File: src/design/ped_pkg.sv
// ----------------------------------------------------------------------------
// ped_pkg
// Shared types and codes of the priority event dispatcher: request and
// response words, queue and handler entries, controller command and status.
// ----------------------------------------------------------------------------
`default_nettype none

package ped_pkg;

   localparam logic [1:0] CMD_REGISTER = 2'd0;
   localparam logic [1:0] CMD_TRIGGER  = 2'd1;
   localparam logic [1:0] CMD_DISPATCH = 2'd2;

   localparam logic [1:0] STS_OK         = 2'd0;
   localparam logic [1:0] STS_FULL       = 2'd1;
   localparam logic [1:0] STS_EMPTY      = 2'd2;
   localparam logic [1:0] STS_NO_HANDLER = 2'd3;

   typedef struct packed {
      logic [1:0]  command;
      logic [15:0] event_id;
      logic [7:0]  priority_req;
      logic [15:0] arg_tag;
      logic [15:0] handler_tag;
   } req_type;

   typedef struct packed {
      logic [1:0]  status;
      logic        dispatched;
      logic [15:0] out_event_id;
      logic [7:0]  out_priority;
      logic [15:0] out_arg_tag;
      logic [15:0] out_handler_tag;
      logic [4:0]  pending_count;
   } rsp_type;

   typedef struct packed {
      logic [15:0] id;
      logic [7:0]  pri;
      logic [15:0] arg;
   } qent_type;

   typedef struct packed {
      logic [15:0] id;
      logic [15:0] tag;
   } hent_type;

   typedef enum logic [1:0] {
      PH_QSCAN,
      PH_QSHIFT,
      PH_HSCAN
   } phase_type;

   typedef enum logic [2:0] {
      S_IDLE,
      S_QSCAN,
      S_QSHIFT,
      S_HSCAN,
      S_FINISH
   } state_type;

   typedef struct packed {
      logic      load;
      logic      start;
      phase_type start_phase;
      logic      run;
      phase_type run_phase;
      logic      commit;
   } ctl_type;

   typedef struct packed {
      logic dispatch_go;
      logic walk_done;
      logic out_free;
   } stat_type;

endpackage

`default_nettype wire

File: src/design/priority_event_dispatcher_unit.sv
// ----------------------------------------------------------------------------
// priority_event_dispatcher_unit
// Handler table and priority-ordered event queue with a dispatch command.
//
// One request word on req_ (valid/ready) gives exactly one response word on
// rsp_ (valid/ready). Register and trigger append an entry; dispatch takes
// the first entry of highest priority, closes the gap and looks up the last
// handler with a matching id (slot 0 when none matches).
// Register, trigger and dispatch on an empty queue skip the walks. Dispatch
// on a non-empty queue scans the pending events, then moves the entries
// behind the chosen one forward, then scans the handlers, one entry per
// cycle through the single read port of each memory.
// A new request is taken as soon as the sequencer is idle, while the last
// response may still wait in its output register. A stalled receiver holds
// the response; the next request then waits at its final step.
// Reset empties queue and handler table and drops any held response.
// ----------------------------------------------------------------------------
`default_nettype none

module priority_event_dispatcher_unit #(
   parameter int QUEUE_DEPTH   = 16,
   parameter int HANDLER_DEPTH = 16
) (
   input  wire logic             clock,
   input  wire logic             reset,
   input  wire logic             req_valid,
   output logic                  req_ready,
   input  wire ped_pkg::req_type req_data,
   output logic                  rsp_valid,
   input  wire logic             rsp_ready,
   output ped_pkg::rsp_type      rsp_data
);
   import ped_pkg::*;

   ctl_type  ctl;
   stat_type stat;

   ped_controller u_ctrl (
      .clock     (clock),
      .reset     (reset),
      .req_valid (req_valid),
      .req_ready (req_ready),
      .stat      (stat),
      .ctl       (ctl)
   );

   ped_datapath #(
      .QUEUE_DEPTH   (QUEUE_DEPTH),
      .HANDLER_DEPTH (HANDLER_DEPTH)
   ) u_dp (
      .clock     (clock),
      .reset     (reset),
      .ctl       (ctl),
      .stat      (stat),
      .req_data  (req_data),
      .rsp_valid (rsp_valid),
      .rsp_ready (rsp_ready),
      .rsp_data  (rsp_data)
   );

endmodule

`default_nettype wire

File: src/design/ped_controller.sv
// ----------------------------------------------------------------------------
// ped_controller
// Sequencer of the dispatcher: takes a request word, runs queue scan, queue
// shift and handler scan if a dispatch finds events, then commits the result.
// ----------------------------------------------------------------------------
`default_nettype none

module ped_controller (
   input  wire logic             clock,
   input  wire logic             reset,
   input  wire logic             req_valid,
   output logic                  req_ready,
   input  wire ped_pkg::stat_type stat,
   output ped_pkg::ctl_type      ctl
);
   import ped_pkg::*;

   state_type state_ff;
   state_type state_in;

   always_ff @(posedge clock) begin
      if (reset) begin
         state_ff <= S_IDLE;
      end else begin
         state_ff <= state_in;
      end
   end

   always_comb begin
      state_in        = state_ff;
      req_ready       = 1'b0;
      ctl.load        = 1'b0;
      ctl.start       = 1'b0;
      ctl.start_phase = PH_QSCAN;
      ctl.run         = 1'b0;
      ctl.run_phase   = PH_QSCAN;
      ctl.commit      = 1'b0;
      unique case (state_ff)
         S_IDLE: begin
            req_ready = 1'b1;
            if (req_valid) begin
               ctl.load = 1'b1;
               if (stat.dispatch_go) begin
                  ctl.start       = 1'b1;
                  ctl.start_phase = PH_QSCAN;
                  state_in        = S_QSCAN;
               end else begin
                  state_in = S_FINISH;
               end
            end
         end
         S_QSCAN: begin
            ctl.run       = 1'b1;
            ctl.run_phase = PH_QSCAN;
            if (stat.walk_done) begin
               ctl.start       = 1'b1;
               ctl.start_phase = PH_QSHIFT;
               state_in        = S_QSHIFT;
            end
         end
         S_QSHIFT: begin
            ctl.run       = 1'b1;
            ctl.run_phase = PH_QSHIFT;
            if (stat.walk_done) begin
               ctl.start       = 1'b1;
               ctl.start_phase = PH_HSCAN;
               state_in        = S_HSCAN;
            end
         end
         S_HSCAN: begin
            ctl.run       = 1'b1;
            ctl.run_phase = PH_HSCAN;
            if (stat.walk_done) begin
               state_in = S_FINISH;
            end
         end
         S_FINISH: begin
            if (stat.out_free) begin
               ctl.commit = 1'b1;
               state_in   = S_IDLE;
            end
         end
         default: begin
            state_in = S_IDLE;
         end
      endcase
   end

endmodule

`default_nettype wire

File: src/design/ped_datapath.sv
// ----------------------------------------------------------------------------
// ped_datapath
// Queue and handler memories, totals, walk counter with registered reads,
// best-entry and handler-match tracking, and the response register.
// ----------------------------------------------------------------------------
`default_nettype none

module ped_datapath #(
   parameter int QUEUE_DEPTH   = 16,
   parameter int HANDLER_DEPTH = 16
) (
   input  wire logic              clock,
   input  wire logic              reset,
   input  wire ped_pkg::ctl_type  ctl,
   output ped_pkg::stat_type      stat,
   input  wire ped_pkg::req_type  req_data,
   output logic                   rsp_valid,
   input  wire logic              rsp_ready,
   output ped_pkg::rsp_type       rsp_data
);
   import ped_pkg::*;

   localparam int QW  = (QUEUE_DEPTH > 1) ? $clog2(QUEUE_DEPTH) : 1;
   localparam int HW  = (HANDLER_DEPTH > 1) ? $clog2(HANDLER_DEPTH) : 1;
   localparam int PTW = $clog2(QUEUE_DEPTH + 1);
   localparam int HTW = $clog2(HANDLER_DEPTH + 1);
   localparam int CW  = (PTW > HTW) ? PTW : HTW;

   qent_type qmem [QUEUE_DEPTH];
   hent_type hmem [HANDLER_DEPTH];

   logic [PTW-1:0] pt_ff, pt_in;
   logic [HTW-1:0] ht_ff, ht_in;
   req_type        req_ff;
   rsp_type        rsp_ff, rsp_in;
   logic           rsp_valid_ff;

   logic [CW-1:0]  idx_ff, end_ff, pidx_ff, best_idx_ff;
   logic [CW-1:0]  start_val, end_val, shift_addr;
   logic           pvld_ff;
   logic           issue;
   qent_type       q_rd_ff, best_ent_ff;
   hent_type       h_rd_ff;
   logic [15:0]    hit_tag_ff;
   logic           shift_we, trig_we, reg_we;
   logic [31:0]    pc_wide;

   // walk range
   always_comb begin
      start_val = '0;
      end_val   = '0;
      unique case (ctl.start_phase)
         PH_QSCAN: begin
            start_val = '0;
            end_val   = CW'(pt_ff);
         end
         PH_QSHIFT: begin
            start_val = best_idx_ff + CW'(1);
            end_val   = CW'(pt_ff);
         end
         PH_HSCAN: begin
            start_val = '0;
            end_val   = CW'(ht_ff);
         end
         default: begin
            start_val = '0;
            end_val   = '0;
         end
      endcase
   end

   assign issue      = ctl.run && !ctl.start && (idx_ff < end_ff);
   assign shift_addr = pidx_ff - CW'(1);
   assign shift_we   = ctl.run && (ctl.run_phase == PH_QSHIFT) && pvld_ff;

   always_ff @(posedge clock) begin
      if (reset) begin
         pvld_ff <= 1'b0;
      end else if (ctl.start) begin
         pvld_ff <= 1'b0;
      end else begin
         pvld_ff <= issue;
      end
   end

   always_ff @(posedge clock) begin
      if (ctl.start) begin
         idx_ff <= start_val;
         end_ff <= end_val;
      end else if (issue) begin
         idx_ff  <= idx_ff + CW'(1);
         pidx_ff <= idx_ff;
      end
   end

   // registered reads
   always_ff @(posedge clock) begin
      if (issue) begin
         if (ctl.run_phase == PH_HSCAN) begin
            h_rd_ff <= hmem[idx_ff[HW-1:0]];
         end else begin
            q_rd_ff <= qmem[idx_ff[QW-1:0]];
         end
      end
   end

   // track best entry and matching handler
   always_ff @(posedge clock) begin
      if (ctl.run && pvld_ff) begin
         unique case (ctl.run_phase)
            PH_QSCAN: begin
               if ((pidx_ff == '0) || (q_rd_ff.pri > best_ent_ff.pri)) begin
                  best_ent_ff <= q_rd_ff;
                  best_idx_ff <= pidx_ff;
               end
            end
            PH_HSCAN: begin
               if ((pidx_ff == '0) || (h_rd_ff.id == best_ent_ff.id)) begin
                  hit_tag_ff <= h_rd_ff.tag;
               end
            end
            PH_QSHIFT: begin
            end
            default: begin
            end
         endcase
      end
   end

   // commit
   always_comb begin
      pt_in   = pt_ff;
      ht_in   = ht_ff;
      trig_we = 1'b0;
      reg_we  = 1'b0;
      rsp_in  = '0;
      unique case (req_ff.command)
         CMD_REGISTER: begin
            if (ht_ff >= HTW'(HANDLER_DEPTH)) begin
               rsp_in.status = STS_FULL;
            end else begin
               reg_we = 1'b1;
               ht_in  = ht_ff + HTW'(1);
            end
         end
         CMD_TRIGGER: begin
            if (pt_ff >= PTW'(QUEUE_DEPTH)) begin
               rsp_in.status = STS_FULL;
            end else begin
               trig_we = 1'b1;
               pt_in   = pt_ff + PTW'(1);
            end
         end
         CMD_DISPATCH: begin
            if (pt_ff == '0) begin
               rsp_in.status = STS_EMPTY;
            end else begin
               pt_in                  = pt_ff - PTW'(1);
               rsp_in.dispatched      = 1'b1;
               rsp_in.out_event_id    = best_ent_ff.id;
               rsp_in.out_priority    = best_ent_ff.pri;
               rsp_in.out_arg_tag     = best_ent_ff.arg;
               if (ht_ff == '0) begin
                  rsp_in.status = STS_NO_HANDLER;
               end else begin
                  rsp_in.out_handler_tag = hit_tag_ff;
               end
            end
         end
         default: begin
         end
      endcase
      pc_wide              = 32'(pt_in);
      rsp_in.pending_count = pc_wide[4:0];
   end

   always_ff @(posedge clock) begin
      if (shift_we) begin
         qmem[shift_addr[QW-1:0]] <= q_rd_ff;
      end else if (ctl.commit && trig_we) begin
         qmem[pt_ff[QW-1:0]] <= '{id: req_ff.event_id, pri: req_ff.priority_req,
                                  arg: req_ff.arg_tag};
      end
      if (ctl.commit && reg_we) begin
         hmem[ht_ff[HW-1:0]] <= '{id: req_ff.event_id, tag: req_ff.handler_tag};
      end
   end

   always_ff @(posedge clock) begin
      if (reset) begin
         pt_ff        <= '0;
         ht_ff        <= '0;
         rsp_valid_ff <= 1'b0;
      end else begin
         if (ctl.commit) begin
            pt_ff        <= pt_in;
            ht_ff        <= ht_in;
            rsp_valid_ff <= 1'b1;
         end else if (rsp_ready) begin
            rsp_valid_ff <= 1'b0;
         end
      end
   end

   always_ff @(posedge clock) begin
      if (ctl.load) begin
         req_ff <= req_data;
      end
      if (ctl.commit) begin
         rsp_ff <= rsp_in;
      end
   end

   assign stat.dispatch_go = (req_data.command == CMD_DISPATCH) && (pt_ff != '0);
   assign stat.walk_done   = (idx_ff >= end_ff) && !pvld_ff;
   assign stat.out_free    = !rsp_valid_ff || rsp_ready;

   assign rsp_valid = rsp_valid_ff;
   assign rsp_data  = rsp_ff;

   a_pt_bound: assert property (@(posedge clock) disable iff (reset)
      pt_ff <= PTW'(QUEUE_DEPTH))
      else $error("pending total beyond queue depth");

   a_ht_bound: assert property (@(posedge clock) disable iff (reset)
      ht_ff <= HTW'(HANDLER_DEPTH))
      else $error("handler total beyond table depth");

   a_commit_free: assert property (@(posedge clock) disable iff (reset)
      ctl.commit |-> (!rsp_valid_ff || rsp_ready))
      else $error("response overwritten before it was taken");

   a_shift_range: assert property (@(posedge clock) disable iff (reset)
      shift_we |-> (pidx_ff != '0) && (pidx_ff < CW'(pt_ff)))
      else $error("queue shift outside occupied entries");

endmodule

`default_nettype wire
File: config.mk
export PLATFORM = sky130hd
export DESIGN_NAME = priority_event_dispatcher_unit
export DESIGN_NICKNAME = d
export VERILOG_FILES = /design/src/design/ped_pkg.sv /design/src/design/priority_event_dispatcher_unit.sv /design/src/design/ped_controller.sv /design/src/design/ped_datapath.sv
export SDC_FILE = /design/constraint.sdc
export NUM_CORES = 1
export LEC_CHECK = 0
export BUFFER_PORTS_ARGS = -buffer_cell sky130_fd_sc_hd__buf_2
export CAP_MARGIN = 40
export CORE_MARGIN = 8
export CORE_UTILIZATION = 62
export CTS_CLUSTER_SIZE = 24
export DETAILED_ROUTE_END_ITERATION = 6
export GPL_ROUTABILITY_DRIVEN = 0
export PLACE_DENSITY = 0.79
export SYNTH_ARGS = -nofsm -noshare
export SYNTH_HDL_FRONTEND = slang
export SYNTH_SLANG_ARGS = --single-unit
File: constraint.sdc
create_clock -name clock -period 7.86 [get_ports clock]
set_clock_uncertainty 0.1 [all_clocks]
set_input_delay 0.393 -clock clock [delete_from_list [all_inputs] [get_ports clock]]
set_output_delay 0.393 -clock clock [all_outputs]
set_load 0.01 [all_outputs]
==> flow_summary.ini <==
[sta]
worst_slew_pin_slew_ps = 1074
fmax_ghz = 0.2290
hold_viol = 0
setup_viol = 0
rsz0062_at_grt = false
setup_ws_ps = 3494
fin_tns_setup_ps = 0
period_minus_slack_ps = 4366
finalMaxSlewViolations = 0
whs_ps = 230.4
finalCritPeriodShare = 0.5555
slew-limit-headroom = 0.2840

[synthesis]
async_flop_share = 0
synth_fp_nets = 2700
yosysSeqAreaShare = 0.7834
yosys.area.top_type = edfxtp_1
synth_top_area_share = 0.7779
synthFlopType = edfxtp_1
ys_ff_latch = 1437
synth_edf_count = 1422
synth_cell_types = 61
yosys-top-cells-area = edfxtp_1 (78%), mux4_2 (12%), mux2i_1 (1.4%), a211oi_1 (1.0%), nor2b_1 (0.90%)
syn-cell-area_mm2 = 0.05489
synthCells = 2610
yosysWarnings = 0
syn_avg_cell_area_um2 = 21.03

[detailed_routing]
firstDrtPassIters = 6
wl_per_cell_um = 31.59
wirelength_um = 130600
drc = 0
drt-initial-drc-count = 4022
vias = 28030
viasPerCell = 6.776
ant_nets = 0

[die]
rows = 109
dieArea_mm2 = 0.09831
die_w_um = 313.6
start_util = 0.6231
die_y_um = 313.6
coreArea_mm2 = 0.08810
io-pin-count = 128

[clocking]
cts_sinks = 1437
cts-resized-gates = 0
cts_root_buf = clkbuf_16
clk_latency_ps = 730
htreeDepth = 4
numCtsBuffers = 141
cts_max_path_buffers = 3
clk_pin_slew_ps = 60
cts_tree = yes

[cells_and_area]
drive_gt1_frac = 0.2410
diodes = 0
areaGrowthSynthToFinish_pct = 13.00
nNetsFinal = 2963

[run_status]
status = finished, final reports clean

[placed_design]
post-place-ws_ps = 3724
port_buffers = 127
place_hpwl_um = 62140

[global_routing]
grt_antenna_before_repair = 3
overflow = 0
grt_pass1_wl_um = 190300
grt_max_degree = 159
grt_pass1_vias = 29240
grt_usage = 0.2639

[worst_setup_path]
rr_worst_depth = 7
regToRegSetupSlack_ps = 3490
crit_type = reg2reg
start_kind = flop
arrival_ps = 4640
r2r-start = u_ctrl.state_ff[2]$_SDFFE_PP0P_
r2r_end = u_dp.qmem[12][27]$_DFFE_PP_
cp.required_ps = 8130
cp_max_fo = 45
worst_setup_path_end_kind = flop

[power_and_ir_drop]
p_per_area_mw_per_mm2 = 248.2
ir_drop_mv = 0.2083
leakage_nw = 20.17
power_mw = 15.40

[min_path]
min_to = u_dp.req_ff[57]$_DFFE_PP_
min_from = req_valid
hold_class = in2reg
min_path_cells = 2

[flow_run]
maxCapViolations = 0
-- stage by stage --
step,instance area (um2),utilization,instances
6_report,62030,0.7041,4136
3_3_place_gp,57040,0.6475,3822
5_1_grt,62030,0.7041,4136
2_1_floorplan,54890,-,2610
3_5_place_dp,57210,0.6493,3831
4_1_cts,62010,0.7038,4132
-- kinds of logic (layout without fill, tap and decap cells) --
logic type	after synthesis	in the layout	synth area share
compound gates	203	203	0.02400
xor+xnor	28	28	0.004467
fa+ha+maj	28	28	0.006382
buf+inv	166	527	0.01379
flops	1437	1437	0.7834
mux	366	366	0.1325
simple gates	382	382	0.03554
-- cells in the final DEF (no fill, tap or decap), drive strengths merged, types with 6 or more instances in the layout --
cell         synthesis  final
nand4                8      8
nand3                9      9
o21ai                9      9
clkinv               0     61
nand2b               6      6
a21oi               83     83
o22ai                6      6
and2                20     20
dfxtp               15     15
nand2              133    133
xnor2               22     22
inv                 31     32
buf                 68    195
xor2                 6      6
a32oi                6      6
edfxtp            1422   1422
nor2                57     57
a211oi              73     73
mux2i               75     75
clkbuf              67    176
and3                36     36
dlygate4sd3          0     60
mux4               288    288
nor3                18     18
ha                  28     28
nor2b               79     79
-- synth_stat cells, types with 2 or more instances --
| cell | number |
|---|---|
| nor3b_1 | 2 |
| nand4b_1 | 2 |
| nand3_1 | 9 |
| a211oi_1 | 73 |
| a32oi_1 | 6 |
| o21a_1 | 2 |
| nand2_1 | 131 |
| nor4b_1 | 3 |
| ha_1 | 28 |
| nor2b_1 | 79 |
| o21ai_0 | 9 |
| xnor2_1 | 22 |
| o22ai_1 | 6 |
| o211ai_1 | 2 |
| xor2_1 | 6 |
| buf_4 | 24 |
| a222oi_1 | 2 |
| nor2_1 | 55 |
| or3_1 | 2 |
| mux2_2 | 3 |
| dfxtp_1 | 15 |
| mux4_2 | 288 |
| buf_1 | 9 |
| and3_1 | 36 |
| edfxtp_1 | 1422 |
| nand4_1 | 8 |
| inv_1 | 30 |
| nand2_2 | 2 |
| a21oi_1 | 83 |
| nor3_1 | 17 |
| mux2i_1 | 75 |
| a31oi_1 | 5 |
| and2_1 | 20 |
| clkbuf_1 | 67 |
| nor2_2 | 2 |
| buf_2 | 35 |
| nand2b_1 | 6 |
-- worst max-delay path by stage --
stage,endpoint,slack [ps],cells after the start,startpoint
2_1_floorplan,u_dp.hmem[0][0]$_DFFE_PP_,2390,6,u_ctrl.state_ff[1]$_SDFFE_PP0P_
3_3_place_gp,u_dp.qmem[13][23]$_DFFE_PP_,3920,7,u_ctrl.state_ff[2]$_SDFFE_PP0P_
3_5_place_dp,u_dp.qmem[15][20]$_DFFE_PP_,3720,7,u_ctrl.state_ff[2]$_SDFFE_PP0P_
4_1_cts,u_dp.qmem[12][27]$_DFFE_PP_,3660,7,u_ctrl.state_ff[2]$_SDFFE_PP0P_
5_1_grt,u_dp.qmem[12][27]$_DFFE_PP_,3410,7,u_ctrl.state_ff[2]$_SDFFE_PP0P_
6_report,u_dp.qmem[12][27]$_DFFE_PP_,3490,7,u_ctrl.state_ff[2]$_SDFFE_PP0P_
-- layer usage --
layer | GRT usage | wire length [um]
met2 | 0.4376 | 66050
met5 | 0 | 0
met3 | 0.05509 | 13530
met1 | 0.3489 | 46520
met4 | 0.09926 | 4543
-- state kept, by name (all words and copies together), names as in the netlist --
| name | cells |
|---|---|
| u_dp.rsp_data | 64 |
| u_dp.pvld_ff | 1 |
| u_dp.h_rd_ff | 32 |
| u_dp.pt_ff | 5 |
| u_dp.best_ent_ff | 40 |
| u_dp.end_ff | 5 |
| u_dp.best_idx_ff | 5 |
| u_dp.q_rd_ff | 40 |
| u_dp.ht_ff | 5 |
| u_dp.qmem | 640 |
| u_dp.idx_ff | 5 |
| u_dp.req_ff | 58 |
| u_dp.hmem | 512 |
| u_dp.rsp_valid | 1 |
| u_ctrl.state_ff | 3 |
| u_dp.pidx_ff | 5 |
| u_dp.hit_tag_ff | 16 |
-- cell type report --
type,instances,area [um2]
Tap cell,1165,1458
Timing Repair Buffer,255,1869
Clock buffer,176,3809
Sequential cell,1437,43000
Multi-Input combinational cell,1007,11380
Fill cell,4900,26070
Clock inverter,65,394.1
Inverter,31,117.6
-- critical path, cell delays in order (launching register included) --
cell and delay, ps:
dfxtp_1 490, nor3b_2 310, nand2_1 290, nor3_4 190, buf_4 700, a32oi_1 540, nor2_4 860, buf_4 490
-- timing repair --
item                                    CTS  global route
buffers inserted                          0             0
hold buffers                             60             0
endpoints found under the setup margin    0             0
hold endpoints to repair                 71             0
-- power breakdown --
group          internal [mW]  leakage (nW)  switching (mW)
registers               8.49          13.0          0.0781
logic                  0.210          5.14           0.322
clock network           3.49          2.06            2.81
(Power assumes the default switching activity.)
